===== src/hdl/link_provisioning_fsm_unit_assert.svh =====
// Assertion macros for the link provisioning controller.
// Each macro expects signals clk and rst_n in the scope where it is used.
`ifndef LINK_PROVISIONING_FSM_UNIT_ASSERT_SVH
`define LINK_PROVISIONING_FSM_UNIT_ASSERT_SVH

`ifndef SYNTHESIS

// Condition that must hold at every clock edge out of reset
`define LPF_ASSERT(name, cond) \
  name: assert property (@(posedge clk) disable iff (!rst_n) (cond)) \
    else $error("link provisioning check failed");

// Antecedent in one cycle implies consequent in the next
`define LPF_ASSERT_NEXT(name, ante, cons) \
  name: assert property (@(posedge clk) disable iff (!rst_n) (ante) |=> (cons)) \
    else $error("link provisioning sequence check failed");

`else

`define LPF_ASSERT(name, cond)
`define LPF_ASSERT_NEXT(name, ante, cons)

`endif

`endif


===== src/hdl/lpf_pkg.sv =====
package lpf_pkg;

  // Field widths
  localparam int DELAY_BITS     = 20;
  localparam int CFG_DELAY_BITS = 20;
  localparam int LIMIT_BITS     = 8;
  localparam int ACTION_BITS    = 11;
  localparam int CMD_BITS       = 3;
  localparam int REASON_BITS    = 2;
  localparam int STATE_BITS     = 3;
  localparam int ADDR_BITS      = 4;
  localparam int DATA_BITS      = 32;

  // Width for the doubling compare, one bit above the wider operand
  localparam int BACKOFF_CALC_BITS =
    ((DELAY_BITS > CFG_DELAY_BITS) ? DELAY_BITS : CFG_DELAY_BITS) + 1;

  // Register reset values
  localparam logic [CFG_DELAY_BITS-1:0] BACKOFF_INITIAL_RST = CFG_DELAY_BITS'(1000);
  localparam logic [CFG_DELAY_BITS-1:0] BACKOFF_MAX_RST     = CFG_DELAY_BITS'(60000);
  localparam logic [LIMIT_BITS-1:0]     AUTH_FAIL_LIMIT_RST = LIMIT_BITS'(3);
  localparam logic [LIMIT_BITS-1:0]     AUTH_COUNT_MAX      = '1;

  // Register indexes (byte address divided by four)
  localparam logic [1:0] REG_BACKOFF_INITIAL = 2'd0;
  localparam logic [1:0] REG_BACKOFF_MAX     = 2'd1;
  localparam logic [1:0] REG_AUTH_FAIL_LIMIT = 2'd2;

  // Events
  localparam logic [CMD_BITS-1:0] EV_BOOT   = 3'd0;
  localparam logic [CMD_BITS-1:0] EV_CREDS  = 3'd1;
  localparam logic [CMD_BITS-1:0] EV_UP     = 3'd2;
  localparam logic [CMD_BITS-1:0] EV_FAILED = 3'd3;
  localparam logic [CMD_BITS-1:0] EV_RETRY  = 3'd4;
  localparam logic [CMD_BITS-1:0] EV_RESET  = 3'd5;

  // Failure reasons
  localparam logic [REASON_BITS-1:0] REASON_TRANSIENT = 2'd0;
  localparam logic [REASON_BITS-1:0] REASON_AUTH      = 2'd1;
  localparam logic [REASON_BITS-1:0] REASON_NO_AP     = 2'd2;

  // Action bit positions
  localparam int A_ARM      = 0;
  localparam int A_DOWN     = 1;
  localparam int A_ERASE    = 2;
  localparam int A_REBOOT   = 3;
  localparam int A_DISCARD  = 4;
  localparam int A_CONNECT  = 5;
  localparam int A_START    = 6;
  localparam int A_UNPROVEN = 7;
  localparam int A_COMMIT   = 8;
  localparam int A_STOP     = 9;
  localparam int A_UP       = 10;

  typedef enum logic [STATE_BITS-1:0] {
    ST_BOOT       = 3'd0,
    ST_PROV       = 3'd1,
    ST_CONNECTING = 3'd2,
    ST_CONNECTED  = 3'd3,
    ST_RETRY      = 3'd4
  } state_t;

  typedef struct packed {
    logic [CMD_BITS-1:0]    command;
    logic                   creds_stored;
    logic                   creds_proven;
    logic [REASON_BITS-1:0] fail_reason;
  } in_item_t;

  typedef struct packed {
    logic [ACTION_BITS-1:0] actions;
    logic [DELAY_BITS-1:0]  retry_delay;
    logic                   failure_flag;
    logic [REASON_BITS-1:0] failure_code;
    logic [STATE_BITS-1:0]  new_state;
    logic                   creds_valid;
  } out_item_t;

endpackage


===== src/hdl/link_provisioning_fsm_unit.sv =====
// Link provisioning controller. Each accepted request is one event and
// yields exactly one result, registered in the output register. A new
// request is taken every cycle while the output register is empty or being
// drained in the same cycle, so the block sustains one event per cycle; that
// figure is set by the combinational next-state logic around the state
// registers (state, credentials, session, auth failure count, backoff).
// Configuration writes take effect at once; a new backoff_initial reaches the
// running backoff only when that backoff is next reloaded.
`include "link_provisioning_fsm_unit_assert.svh"

module link_provisioning_fsm_unit (
  input  logic                                 clk,
  input  logic                                 rst_n,
  // input requests
  input  logic                                 in_valid,
  output logic                                 in_ready,
  input  lpf_pkg::in_item_t                    in_data,
  // results
  output logic                                 out_valid,
  input  logic                                 out_ready,
  output lpf_pkg::out_item_t                   out_data,
  // configuration
  input  logic                                 psel,
  input  logic                                 penable,
  input  logic                                 pwrite,
  input  logic [lpf_pkg::ADDR_BITS-1:0]        paddr,
  input  logic [lpf_pkg::DATA_BITS-1:0]        pwdata,
  output logic [lpf_pkg::DATA_BITS-1:0]        prdata,
  output logic                                 pready
);

  localparam int DB = lpf_pkg::DELAY_BITS;
  localparam int CB = lpf_pkg::CFG_DELAY_BITS;
  localparam int KB = lpf_pkg::BACKOFF_CALC_BITS;
  localparam int LB = lpf_pkg::LIMIT_BITS;

  // Configuration registers
  logic [CB-1:0] backoff_initial_r;
  logic [CB-1:0] backoff_max_r;
  logic [LB-1:0] auth_fail_limit_r;

  // Controller state
  lpf_pkg::state_t state_r, state_nxt;
  logic            creds_r, creds_nxt;
  logic            session_r, session_nxt;
  logic [LB-1:0]   auth_cnt_r, auth_cnt_nxt;
  logic [DB-1:0]   backoff_r, backoff_nxt;

  // Output register
  logic               out_valid_r;
  lpf_pkg::out_item_t out_data_r, out_data_nxt;

  logic in_accept;
  logic cfg_write;
  logic [1:0] cfg_index;

  // Event decode
  logic [lpf_pkg::REASON_BITS-1:0] reason;
  logic both_creds;
  logic boot_ev, prov_ev, up_ev, retry_ev, reset_ev;
  logic sess_fail, cred_fail, auth_trip, wipe, arm;
  logic [LB-1:0] auth_cnt_inc;
  logic [DB-1:0] backoff_init_d;
  logic [DB-1:0] backoff_dbl;
  logic [KB-1:0] cur_ext, max_ext, dbl_ext;
  logic [lpf_pkg::ACTION_BITS-1:0] actions;

  assign in_ready  = !out_valid_r || out_ready;
  assign in_accept = in_valid && in_ready;
  assign out_valid = out_valid_r;
  assign out_data  = out_data_r;

  // Configuration port
  assign pready    = 1'b1;
  assign cfg_index = paddr[3:2];
  assign cfg_write = psel && penable && pwrite;

  always_comb begin
    case (cfg_index)
      lpf_pkg::REG_BACKOFF_INITIAL: prdata = lpf_pkg::DATA_BITS'(backoff_initial_r);
      lpf_pkg::REG_BACKOFF_MAX:     prdata = lpf_pkg::DATA_BITS'(backoff_max_r);
      lpf_pkg::REG_AUTH_FAIL_LIMIT: prdata = lpf_pkg::DATA_BITS'(auth_fail_limit_r);
      default:                      prdata = '0;
    endcase
  end

  always_ff @(posedge clk) begin
    if (!rst_n) begin
      backoff_initial_r <= lpf_pkg::BACKOFF_INITIAL_RST;
      backoff_max_r     <= lpf_pkg::BACKOFF_MAX_RST;
      auth_fail_limit_r <= lpf_pkg::AUTH_FAIL_LIMIT_RST;
    end else if (cfg_write) begin
      case (cfg_index)
        lpf_pkg::REG_BACKOFF_INITIAL: backoff_initial_r <= pwdata[CB-1:0];
        lpf_pkg::REG_BACKOFF_MAX:     backoff_max_r     <= pwdata[CB-1:0];
        lpf_pkg::REG_AUTH_FAIL_LIMIT: auth_fail_limit_r <= pwdata[LB-1:0];
        default: ;
      endcase
    end
  end

  // Fold the unused reason code onto transient
  assign reason = (in_data.fail_reason > lpf_pkg::REASON_NO_AP) ?
                  lpf_pkg::REASON_TRANSIENT : in_data.fail_reason;
  assign both_creds = in_data.creds_stored && in_data.creds_proven;

  // Classify the event against the current state
  assign reset_ev = (in_data.command == lpf_pkg::EV_RESET);
  assign boot_ev  = (state_r == lpf_pkg::ST_BOOT) && (in_data.command == lpf_pkg::EV_BOOT);
  assign prov_ev  = (state_r == lpf_pkg::ST_PROV) && (in_data.command == lpf_pkg::EV_CREDS);
  assign up_ev    = (state_r == lpf_pkg::ST_CONNECTING) && (in_data.command == lpf_pkg::EV_UP);
  assign retry_ev = (state_r == lpf_pkg::ST_RETRY) && (in_data.command == lpf_pkg::EV_RETRY);
  assign sess_fail = (state_r == lpf_pkg::ST_CONNECTING) &&
                     (in_data.command == lpf_pkg::EV_FAILED) && session_r;
  assign cred_fail = (in_data.command == lpf_pkg::EV_FAILED) &&
                     ((state_r == lpf_pkg::ST_CONNECTED) ||
                      ((state_r == lpf_pkg::ST_CONNECTING) && !session_r));

  // Saturating auth failure count and limit check
  assign auth_cnt_inc = (auth_cnt_r != lpf_pkg::AUTH_COUNT_MAX) ?
                        auth_cnt_r + LB'(1) : auth_cnt_r;
  assign auth_trip = cred_fail && (reason == lpf_pkg::REASON_AUTH) &&
                     (auth_cnt_inc >= auth_fail_limit_r);
  assign wipe = reset_ev || auth_trip;
  assign arm  = cred_fail && !auth_trip;

  // Backoff reload value and saturating doubling
  assign backoff_init_d = DB'(KB'(backoff_initial_r));
  assign cur_ext = KB'(backoff_r);
  assign max_ext = KB'(backoff_max_r);
  assign dbl_ext = cur_ext << 1;
  assign backoff_dbl = ((cur_ext >= max_ext) || (dbl_ext > max_ext)) ?
                       DB'(max_ext) : DB'(dbl_ext);

  // Next state
  always_comb begin
    state_nxt    = state_r;
    creds_nxt    = creds_r;
    session_nxt  = session_r;
    auth_cnt_nxt = auth_cnt_r;
    backoff_nxt  = backoff_r;
    if (wipe) begin
      state_nxt    = lpf_pkg::ST_PROV;
      creds_nxt    = 1'b0;
      session_nxt  = 1'b0;
      auth_cnt_nxt = '0;
      backoff_nxt  = backoff_init_d;
    end else if (boot_ev) begin
      state_nxt = both_creds ? lpf_pkg::ST_CONNECTING : lpf_pkg::ST_PROV;
      creds_nxt = both_creds;
    end else if (prov_ev) begin
      state_nxt   = lpf_pkg::ST_CONNECTING;
      session_nxt = 1'b1;
    end else if (up_ev) begin
      state_nxt    = lpf_pkg::ST_CONNECTED;
      creds_nxt    = creds_r || session_r;
      session_nxt  = 1'b0;
      auth_cnt_nxt = '0;
      backoff_nxt  = backoff_init_d;
    end else if (sess_fail) begin
      state_nxt   = lpf_pkg::ST_PROV;
      session_nxt = 1'b0;
      backoff_nxt = backoff_init_d;
    end else if (arm) begin
      state_nxt   = lpf_pkg::ST_RETRY;
      backoff_nxt = backoff_dbl;
      if (reason == lpf_pkg::REASON_AUTH) begin
        auth_cnt_nxt = auth_cnt_inc;
      end
    end else if (retry_ev) begin
      state_nxt = lpf_pkg::ST_CONNECTING;
    end
  end

  // Outputs
  always_comb begin
    actions = '0;
    actions[lpf_pkg::A_ARM]      = arm;
    actions[lpf_pkg::A_DOWN]     = (state_r == lpf_pkg::ST_CONNECTED) &&
                                   ((in_data.command == lpf_pkg::EV_FAILED) || reset_ev);
    actions[lpf_pkg::A_ERASE]    = wipe || (boot_ev && !both_creds &&
                                   (in_data.creds_stored || in_data.creds_proven));
    actions[lpf_pkg::A_REBOOT]   = wipe;
    actions[lpf_pkg::A_DISCARD]  = sess_fail;
    actions[lpf_pkg::A_CONNECT]  = (boot_ev && both_creds) || retry_ev;
    actions[lpf_pkg::A_START]    = boot_ev && !both_creds;
    actions[lpf_pkg::A_UNPROVEN] = prov_ev;
    actions[lpf_pkg::A_COMMIT]   = up_ev && session_r;
    actions[lpf_pkg::A_STOP]     = up_ev && session_r;
    actions[lpf_pkg::A_UP]       = up_ev;

    out_data_nxt.actions      = actions;
    out_data_nxt.retry_delay  = arm ? backoff_r : '0;
    out_data_nxt.failure_flag = sess_fail || cred_fail;
    out_data_nxt.failure_code = (sess_fail || cred_fail) ? reason : lpf_pkg::REASON_TRANSIENT;
    out_data_nxt.new_state    = state_nxt;
    out_data_nxt.creds_valid  = creds_nxt;
  end

  // Advance state on an accepted request
  always_ff @(posedge clk) begin
    if (!rst_n) begin
      state_r    <= lpf_pkg::ST_BOOT;
      creds_r    <= 1'b0;
      session_r  <= 1'b0;
      auth_cnt_r <= '0;
      backoff_r  <= DB'(KB'(lpf_pkg::BACKOFF_INITIAL_RST));
    end else if (in_accept) begin
      state_r    <= state_nxt;
      creds_r    <= creds_nxt;
      session_r  <= session_nxt;
      auth_cnt_r <= auth_cnt_nxt;
      backoff_r  <= backoff_nxt;
    end
  end

  // Hold the result until taken
  always_ff @(posedge clk) begin
    if (!rst_n) begin
      out_valid_r <= 1'b0;
    end else if (in_accept) begin
      out_valid_r <= 1'b1;
    end else if (out_ready) begin
      out_valid_r <= 1'b0;
    end
  end

  always_ff @(posedge clk) begin
    if (in_accept) begin
      out_data_r <= out_data_nxt;
    end
  end

  // Checks
  `LPF_ASSERT_NEXT(a_accept_gives_result, in_accept, out_valid_r)
  `LPF_ASSERT(a_delay_only_when_armed,
    !out_valid_r || out_data_r.actions[lpf_pkg::A_ARM] || (out_data_r.retry_delay == '0))
  `LPF_ASSERT(a_code_needs_flag,
    !out_valid_r || out_data_r.failure_flag ||
    (out_data_r.failure_code == lpf_pkg::REASON_TRANSIENT))
  `LPF_ASSERT(a_prov_has_no_creds, (state_r != lpf_pkg::ST_PROV) || !creds_r)
  `LPF_ASSERT(a_retry_outside_session, (state_r != lpf_pkg::ST_RETRY) || !session_r)

endmodule

===== config.mk =====
export PLATFORM = sky130hd
export DESIGN_NAME = link_provisioning_fsm_unit
export DESIGN_NICKNAME = d
export VERILOG_FILES = /design/src/hdl/lpf_pkg.sv /design/src/hdl/link_provisioning_fsm_unit.sv
export VERILOG_INCLUDE_DIRS = /design/src /design/src/hdl
export SDC_FILE = /design/constraint.sdc
export NUM_CORES = 1
export LEC_CHECK = 0
export ABC_AREA = 1
export BUFFER_PORTS_ARGS = -buffer_cell sky130_fd_sc_hd__buf_2
export CORE_ASPECT_RATIO = 0.9
export CORE_MARGIN = 4
export CORE_UTILIZATION = 45
export CTS_CLUSTER_DIAMETER = 80
export DETAILED_ROUTE_END_ITERATION = 12
export HOLD_SLACK_MARGIN = 0.1
export PLACE_DENSITY = 0.67
export SYNTH_ARGS = -nofsm -noshare
export SYNTH_HDL_FRONTEND = slang
export SYNTH_SLANG_ARGS = --single-unit

===== constraint.sdc =====
create_clock -name clk -period 4.82 [get_ports clk]
set_input_delay 0.241 -clock clk [delete_from_list [all_inputs] [get_ports clk]]
set_output_delay 0.241 -clock clk [all_outputs]
set_load 0.02 [all_outputs]

==> results of run 1 <==
## cells by family after synthesis
logic type                 after synthesis  synth area share
buffers and inverters                  188            0.1166
AOI/OAI and AO/OA                      139            0.1159
and+or+nand+nor                        428            0.2642
xor gates and xnor gates                 4          0.005193
other                                    2          0.001113
adders and majority gates               48           0.08900
DFF                                    119            0.4079
## Yosys cell counts
| master | number | area, um2 |
|---|---|---|
| a21o_1 | 2 | 15.01 |
| a21oi_1 | 56 | 280.3 |
| a31oi_1 | 1 | 6.260 |
| buf_2 | 14 | 70.07 |
| buf_4 | 17 | 127.6 |
| clkbuf_1 | 16 | 60.06 |
| clkinv_1 | 1 | 3.750 |
| conb_1 | 2 | 7.510 |
| dfxtp_1 | 82 | 1642 |
| edfxtp_1 | 37 | 1111 |
| ha_1 | 48 | 600.6 |
| inv_1 | 132 | 495.5 |
| inv_2 | 8 | 30.03 |
| nand2_1 | 236 | 885.9 |
| nand2_2 | 2 | 12.51 |
| nand2_4 | 2 | 22.52 |
| nand3_1 | 69 | 345.3 |
| nand3_4 | 1 | 17.52 |
| nand4_1 | 5 | 31.28 |
| nor2_1 | 97 | 364.1 |
| nor2_2 | 4 | 25.02 |
| nor3_1 | 7 | 35.03 |
| nor3_2 | 3 | 30.03 |
| nor3b_1 | 1 | 7.510 |
| o211ai_1 | 15 | 112.6 |
| o21ai_0 | 53 | 265.3 |
| o21ai_1 | 1 | 5.000 |
| o21ai_4 | 1 | 16.27 |
| o21bai_1 | 1 | 7.510 |
| o221ai_1 | 7 | 61.31 |
| o22ai_1 | 2 | 12.51 |
| or2_2 | 1 | 6.260 |
| xnor2_1 | 1 | 8.760 |
| xor2_1 | 3 | 26.28 |
## metrics by stage
| step | total power, mW | instances |
|---|---|---|
| 2_1_floorplan | 1.394 | 939 |
| 3_3_place_gp | 1.482 | 1191 |
| 3_5_place_dp | 1.486 | 1191 |
| 4_1_cts | 2.626 | 1242 |
| 5_1_grt | 2.733 | 1242 |
| 6_report | 2.614 | 1242 |
## path summary, 6_finish.rpt
path	start	cells after the start	end	slack, ps
worst min register to register	auth_cnt_r[7]	2	auth_cnt_r[7]	480
worst min-delay path	out_ready	4	out_valid	120
worst max register to register	auth_cnt_r[0]	23	backoff_r[12]	1360
worst max-delay path	auth_cnt_r[0]	23	backoff_r[12]	1360
## flip-flops by register name (all words and copies together), names as in the netlist
register / flops
auth_cnt_r: 8
auth_fail_limit_r: 8
backoff_init_d: 20
backoff_max_r: 20
backoff_r: 20
creds_r: 1
out_data: 37
out_valid: 1
session_r: 1
state_r: 3
## worst min-delay path: stages
cell     delay, ps
buf_2           70
inv_1           30
nand2_1         70
a21oi_1         60
## layer usage
layer | track usage | part of all wire
met5 | 0 | 0
met4 | 0.05985 | 0.010
met3 | 0.04039 | 0.071
met2 | 0.2650 | 0.40
met1 | 0.3147 | 0.52
## what timing repair did
| action | 4_1_cts | 5_1_grt |
|---|---|---|
| hold buffers | 20 | 0 |
| endpoints found under the setup margin | 0 | 0 |
| resized for setup | 0 | 0 |
| buffers inserted | 0 | 0 |
| endpoints found under the hold margin | 29 | 0 |
## layout make-up
| type | count | area (um2) | share of cell area |
|---|---|---|---|
| multi-input cells | 632 | 3249 | 0.4045 |
| flip-flops and latches | 119 | 2753 | 0.3427 |
| clock buffers | 27 | 513.0 | 0.06386 |
| well taps | 198 | 247.7 | 0.03084 |
| repair buffers | 121 | 720.7 | 0.08972 |
| clock inverters | 4 | 20.02 | 0.002492 |
| inverters | 141 | 529.3 | 0.06589 |
## power by group
group	switching, mW	leakage, nW	internal (mW)
clock network	0.415	0.267	0.717
registers	0.0258	1.04	1.08
logic	0.251	2.77	0.128
==> reports/metrics.yaml, run 1 <==
slew_violations: 0
relSlewSlack: 0.3215
coreArea_um2: 14710
die_y_um: 124.2
ys_warn_count: 0
critical-path-slowest-cell: "dfxtp_1"
pwr_density_cell_nw_per_um2: 325.4
viasPerCell: 4.833
netlist_instances: 928
cp-end-kind: "register"
cts_buffer_depth: 2
cpMostUsedCell: "nand2_1"
wl_per_cell_um: 13.25
start_util: 0.4586
required_ps: 5130
synthToLayoutAreaGrowth_pct: 19.04
fillers: 1514
worst_slack_ps: 1364
fp-row-count: 42
hold_violations: 0
post-route-period-util: 0.7171
final_cell_area_um2: 8033
ios: 123
fin_util: 0.5459
cts_root_buffer: "clkbuf_16"
htreeDepth: 4
synth-seq-cells: 119
die_x_um: 137.1
most-common-layout-cells: "236 x nand2_1, 132 x inv_1, 97 x nor2_1"
avgSynthCellArea_um2: 7.271
rsz0062_at_grt: "no"
dr.pass1.iters: 5
hp-class: "in2reg"
critPathLaunchType: "register"
tightest_slew_ps: 1014
period_minus_slack_ps: 3456
grt_pass1_wl_um: 26560
tns_ps: 0
cp.arrival_ps: 3770
grt_pass1_vias: 5225
grt-ovfl-total: 0
fmax_mhz: 289.3
antenna_left: 0
holdWs_ps: 117.8
seq_area_frac_synth: 0.4079
grtUsageTotal: 0.1983
portBuffers: 95
synth_cell_type_count: 34
max-cap-violations: 0
netlist_area_um2: 6748
crit_buf_inv: 6
gp_congestion: 0.8801
drcViolationCount: 0
critPathMaxStageDelay_ps: 380
crit_family: "simple AND/OR/NAND/NOR gates"
diodes: 0
place_ws_ps: 1389
cp_max_fo: 21
leakage_nw: 4.081
wl_um: 16450
crit_path_cell_trace: "ha_1 > nand2_1 > inv_2 > nand4_1 > nor2_2 > inv_1 > nand3_1 > xor2_1 > inv_1 > ha_1 > a21oi_1 > nor2_1 > nor3_1 > nand2_1 > nand2_4 > nand3_4 > nor2_2 > buf_4 > inv_2 > nand2_1 > nand3_1 > nand2_1 > inv_1"
vdd_ir_drop_max_uv: 228.1
clock-sinks: 119
setup_violations: 0
antenna_found_initial: 0
layout-drive-gt1-share: 0.1427
dp.final_hpwl_um: 12450
status: "completed"
place_area_um2: 7300
finalClockSkew_ps: 8.410
nets: 1130
final_common_cell: "nand2_1"
worst_skew_pair.late_latency_ps: 410
drt_iter0_drc: 493
clk_pin_slew_ps: 50
grt_max_degree: 68
die_area_um2: 17020
vias: 6002
crit_type: "reg2reg"
cts_tree: "yes"
cts_made_buffers: 17
Power figures use the tool's default switching activity.
==> inputs of run 2 (changes only) <==
clock period = 3.2 ns   (was 4.82 ns; I/O delays follow)
==> reports/metrics.yaml, run 2 (synthesized netlist as in run 1, its figures left out) <==
status: "completed"
start_util: 0.4586  # unchanged
portBuffers: 95  # unchanged
drt_iter0_drc: 511  # +3.7%
worst_skew_pair.late_latency_ps: 420  # about the same
swShare: 0.2631  # -0.001895
synthToLayoutAreaGrowth_pct: 24.46
cp_max_fo: 5  # -76%
grt-busiest-layer: "met1"
gp_congestion: 0.8825  # +0.27%
tightest_slew_ps: 773.8  # -240.2 ps
coreArea_um2: 14710  # unchanged
cts_root_buffer: "clkbuf_16"
ios: 123  # unchanged
die_x_um: 137.1  # unchanged
seqPwrFrac: 0.402  # -0.020
crit_family: "simple AND/OR/NAND/NOR gates"
cts_made_buffers: 17  # unchanged
multi_input_area_um2: 3301  # +1.6%
antenna_left: 0  # unchanged
wl_um: 17180  # +4.4%
slew_violations: 0  # unchanged
vias: 6092  # +1.5%
finalClockSkew_ps: 7.996  # -0.4140 ps
hold_violations: 0  # unchanged
dr.pass1.iters: 5  # unchanged
fin_cells: 1267  # +2.0%
crit_type: "reg2reg"
relSlewSlack: 0.4822  # +0.1608
grt_max_degree: 64  # -5.9%
wl_per_cell_um: 13.56  # +2.4%
drcViolationCount: 0  # unchanged
r2r-end: "backoff_r[5]"
viasPerCell: 4.808  # -0.50%
critical-path-slowest-cell: "dfxtp_4"
hold_depth: 4  # unchanged
clock-sinks: 119  # unchanged
required_ps: 3480  # -1650 ps
grtUsageTotal: 0.2027  # +0.004443
post-route-period-util: 0.9454  # +0.2283
hp-class: "in2reg"
critPathLaunchType: "register"
vdd_ir_drop_max_uv: 386.5  # +69%
clk_pin_slew_ps: 50  # about the same
crit_path_cell_trace: "ha_4 > nand2_1 > inv_2 > nand4_1 > nor2_2 > buf_4 > xnor2_2 > inv_1 > ha_1 > o21ai_0 > nand2_1 > nand2_1 > nand2_1 > nand2_1 > nand2_1 > nand2_4 > nand3_4 > nor2_4 > buf_12 > clkbuf_16 > nand3_1 > nand3_1 > nand3_1"
switchingPower_mw: 1.085  # +57%
clkPwrFrac: 0.450  # +0.017
diodes: 0  # unchanged
period_minus_slack_ps: 3025  # -431.1 ps
cp-end-kind: "register"
layout-drive-gt1-share: 0.1628  # +0.02005
die_area_um2: 17020  # unchanged
hp-start: "in_valid"
seq_area_um2: 2760  # +0.27%
rsz0062_at_grt: "yes"
nets: 1154  # +2.1%
p_int_mw: 3.039  # +58%
htreeDepth: 4  # unchanged
dp.cells: 1197  # +0.50%
pwr_density_cell_nw_per_um2: 491.1  # +51%
final_common_cell: "nand2_1"
place_area_um2: 7357  # +0.79%
final_cell_area_um2: 8398  # +4.5%
die_y_um: 124.2  # unchanged
whs_endpoint: "state_r[0]"
crit_buf_inv: 5  # -1
grt-ovfl-total: 0  # unchanged
combPwrFrac: 0.148  # +0.003
setup_violations: 0  # unchanged
cpMostUsedCell: "nand2_1"
dp.final_hpwl_um: 12540  # +0.69%
most-common-layout-cells: "236 x nand2_1, 131 x inv_1, 97 x nor2_1"
critPathMaxStageDelay_ps: 370  # about the same
fmax_mhz: 330.5  # +14%
antenna_found_initial: 0  # unchanged
cts_tree: "yes"
rr_worst_depth: 23  # unchanged
leakage_nw: 4.247  # +4.0%
grt_pass1_wl_um: 26990  # +1.6%
fillers: 1414  # -6.6%
fp-row-count: 42  # unchanged
grt_util_met3: 0.05331  # +0.01292
grt_pass1_vias: 5369  # +2.8%
largest_register_ffs: 37  # unchanged
grt_use_met1: 0.3139  # -0.0007748
grt_use_met2: 0.2739  # +0.008885
cp.arrival_ps: 3300  # -470 ps
r2r-start: "auth_cnt_r[0]"
max-cap-violations: 0  # unchanged
cts_buffer_depth: 2  # unchanged
rrSetupSlack_ps: 170  # -1190 ps
run 2: cell count changes in the layout (fill, tap and decap cells not counted), sizes merged:
cell         delta
buf            +14
bufinv          +3
clkbuf          -6
clkinv          +6
dlygate4sd3     +8
run 2: power groups by stage:
stage | combinational [mW] | sequential (mW) | clock, mW
after floorplan | 0.384 | 1.72 | 0
after global placement | 0.554 | 1.69 | 0
after detailed placement | 0.559 | 1.69 | 0
after CTS | 0.588 | 1.66 | 1.88
after global routing | 0.684 | 1.66 | 1.95
final | 0.612 | 1.66 | 1.85
run 2: area by class of cell:
cell class                      instances  area share
Inverter                              141     0.06421
Timing Repair Buffer                  145      0.1168
Multi-Input combinational cell        632      0.3930
Clock buffer                           19     0.05155
Tap cell                              198     0.02950
Clock inverter                         13     0.01624
Sequential cell                       119      0.3287
run 2: worst max-delay path by stage:
stage | start | end | slack, ps | depth (start not counted)
finish | auth_cnt_r[0] | backoff_r[5] | 170 | 23
global route | auth_cnt_r[1] | backoff_r[9] | -30 | 23
CTS | auth_cnt_r[0] | backoff_r[13] | 60 | 22
detailed placement | auth_cnt_r[0] | backoff_r[13] | 80 | 22
global placement | auth_cnt_r[0] | backoff_r[19] | 140 | 22
floorplan | auth_cnt_r[0] | backoff_r[3] | 360 | 21
run 2: layer usage:
metal  wire length, um  vias up
met5                 0        -
met4               174        0
met3              1373       15
met2              7028      207
met1              8605     2648
li1                  -     3222
run 2: worst register-to-register path: cells and delay by family (launching register included):
family          cells  cell delay (ps)
compound gates      1              170
xor+xnor            1              120
fa+ha+maj           2              390
buf+inv             5              570
flops               1              370
simple gates       14             1270
run 2: through the flow:
step           utilization  worst slack (ps)  hold WS [ps]  setup TNS [ps]  power (mW)
6_report            0.5707             174.7         149.8               0       4.124
5_1_grt             0.5707            -31.32         149.9          -84.24       4.298
4_1_cts             0.5577             55.86         131.4               0       4.121
3_5_place_dp        0.5000             84.28         412.3               0       2.248
3_3_place_gp        0.5000             138.2         401.2               0       2.243
2_1_floorplan            -             361.2         286.3               0       2.100
run 2: timing repair:
action	CTS	global route
hold buffers	28	0
gates resized for setup	0	18
buffers inserted	0	8
endpoints found under the setup margin	0	51
endpoints found under the hold margin	55	0
==> inputs of run 3 (changes only) <==
BUFFER_PORTS_ARGS = default   (was -buffer_cell sky130_fd_sc_hd__buf_2)
CAP_MARGIN = 0   (was default)
DONT_BUFFER_PORTS = 1   (was default)
PLACE_DENSITY = default   (was 0.67)
REMOVE_ABC_BUFFERS = 1   (was default)
==> reports/metrics.yaml, run 3 (synthesized netlist as in run 1, its figures left out) <==
coreArea_um2: 14710  # unchanged
crit_buf_inv: 7  # +2
ios: 123  # unchanged
clock-sinks: 119  # unchanged
drcViolationCount: 0  # unchanged
cpMostUsedCell: "nand2_1"
diodes: 0  # unchanged
worst_slack_ps: 197.0  # +22.31 ps
multi_input_area_um2: 3319  # +0.57%
grt_pass1_wl_um: 27790  # +3.0%
pwr_density_cell_nw_per_um2: 526.0  # +7.1%
relSlewSlack: 0.4117  # -0.07055
status: "completed"
antenna_left: 0  # unchanged
dp.final_hpwl_um: 11810  # -5.8%
critical-path-slowest-cell: "dfxtp_2"
leakage_nw: 3.851  # -9.3%
cts_root_buffer: "clkbuf_16"
tightest_slew_ps: 881.5  # +107.7 ps
wl_um: 17780  # +3.5%
max-cap-violations: 0  # unchanged
final_common_cell: "nand2_1"
start_util: 0.4586  # unchanged
largest_register_ffs: 37  # unchanged
die_area_um2: 17020  # unchanged
fillers: 1430  # +1.1%
critPathLaunchType: "register"
vias: 5815  # -4.5%
crit_path_cell_trace: "ha_4 > nand2_1 > inv_2 > nand4_1 > nor2_2 > inv_2 > buf_4 > o21ai_1 > ha_1 > nand2_1 > nor2_1 > nor3_2 > nand2_2 > nand2_4 > nand3_4 > nor2_4 > buf_12 > buf_12 > clkbuf_16 > nand2_1 > nand3_1 > nand2_1 > inv_1"
viasPerCell: 4.957  # +3.1%
cp.arrival_ps: 3380  # +80 ps
gp_congestion: 0.8223  # -6.8%
clk_pin_slew_ps: 60  # about the same
htreeDepth: 4  # unchanged
grt-ovfl-total: 0  # unchanged
dr.pass1.iters: 5  # unchanged
grt_max_degree: 67  # +4.7%
required_ps: 3580  # +100 ps
die_x_um: 137.1  # unchanged
antenna_found_initial: 0  # unchanged
final_cell_area_um2: 8010  # -4.6%
post-route-period-util: 0.9384  # -0.006973
cts_tree: "yes"
grt_pass1_vias: 5512  # +2.7%
grtUsageTotal: 0.2122  # +0.009452
worst_skew_pair.late_latency_ps: 420  # about the same
slew_violations: 0  # unchanged
place_area_um2: 6892  # -6.3%
drt_iter0_drc: 304  # -41%
layout-drive-gt1-share: 0.09128  # -0.07149
seq_area_um2: 2758  # about the same
fp-row-count: 42  # unchanged
setup_violations: 0  # unchanged
synthToLayoutAreaGrowth_pct: 18.71
cts_buffer_depth: 2  # unchanged
fmax_mhz: 333.0  # +0.74%
portBuffers: 0  # -100%
place_ws_ps: 68.75  # -15.52 ps
critPathMaxStageDelay_ps: 370  # about the same
crit_family: "simple AND/OR/NAND/NOR gates"
vdd_ir_drop_max_uv: 399.6  # +3.4%
crit_type: "reg2reg"
nets: 1060  # -8.1%
cts_made_buffers: 17  # unchanged
hp-class: "in2reg"
hold_violations: 0  # unchanged
finalClockSkew_ps: 8.729  # +0.7330 ps
cp-end-kind: "register"
die_y_um: 124.2  # unchanged
cp_max_fo: 5  # unchanged
holdWs_ps: 116.5  # -33.33 ps
wl_per_cell_um: 15.16  # +12%
most-common-layout-cells: "233 x nand2_1, 131 x inv_1, 97 x nor2_1"
period_minus_slack_ps: 3003  # -22.31 ps
==> run 3: changes by cell type in the layout (fill, tap and decap cells not counted), moves of 2 or more <==
cell,previous run,this run
nand2_1,236,233
o21ai_0,53,51
clkinv_2,7,2
clkinv_1,4,0
nand2_2,1,5
inv_2,6,9
buf_8,0,2
buf_2,95,0
clkinvlp_4,0,4
buf_4,18,15
o21ai_1,1,3
==> run 3: path summary, 6_finish.rpt <==
| path | cells after the start | slack (ps) | end | start |
|---|---|---|---|---|
| setup / recovery | 23 | 200 | backoff_r[14] | auth_cnt_r[1] |
| hold / removal | 2 | 120 | out_data[30] | in_data[6] |
| setup reg to reg | 23 | 200 | backoff_r[14] | auth_cnt_r[1] |
| hold reg to reg | 2 | 470 | auth_cnt_r[7] | auth_cnt_r[7] |
==> run 3: final cells by class <==
cell class,count,share of cell area
inverters,141,0.06701
clock buffers,22,0.06201
clock inverters,10,0.01437
well taps,198,0.03093
flip-flops and latches,119,0.3443
repair buffers,51,0.06701
multi-input cells,632,0.4144
==> run 3: repair_timing <==
item,4_1_cts,5_1_grt
endpoints found under the hold margin,73,0
setup buffers,0,5
endpoints found under the setup margin,0,41
hold buffers,30,0
gates resized for setup,0,29
==> run 3: report_power, final <==
part | total (mW) | internal, mW | switching, mW
Clock | 1.97 | 1.26 | 0.715
Sequential | 1.70 | 1.62 | 0.0760
Combinational | 0.542 | 0.184 | 0.358
==> run 3: metal layers <==
metal  up-vias  global-route usage  wire length [um]
met4         0             0.07544               276
met5         -                   0                 0
li1       3025                   -                 -
met2       146              0.3309              8004
met1      2621              0.2873              8412
met3        23             0.05170              1089
==> run 3: stage by stage <==
stage	util	total power, mW	instances	setup TNS (ps)
detailed placement	0.4684	2.190	1105	0
global placement	0.4684	2.184	1105	0
floorplan	-	2.058	892	-985.3
finish	0.5444	4.213	1173	0
global route	0.5444	4.379	1173	-150.5
CTS	0.5315	4.202	1167	0
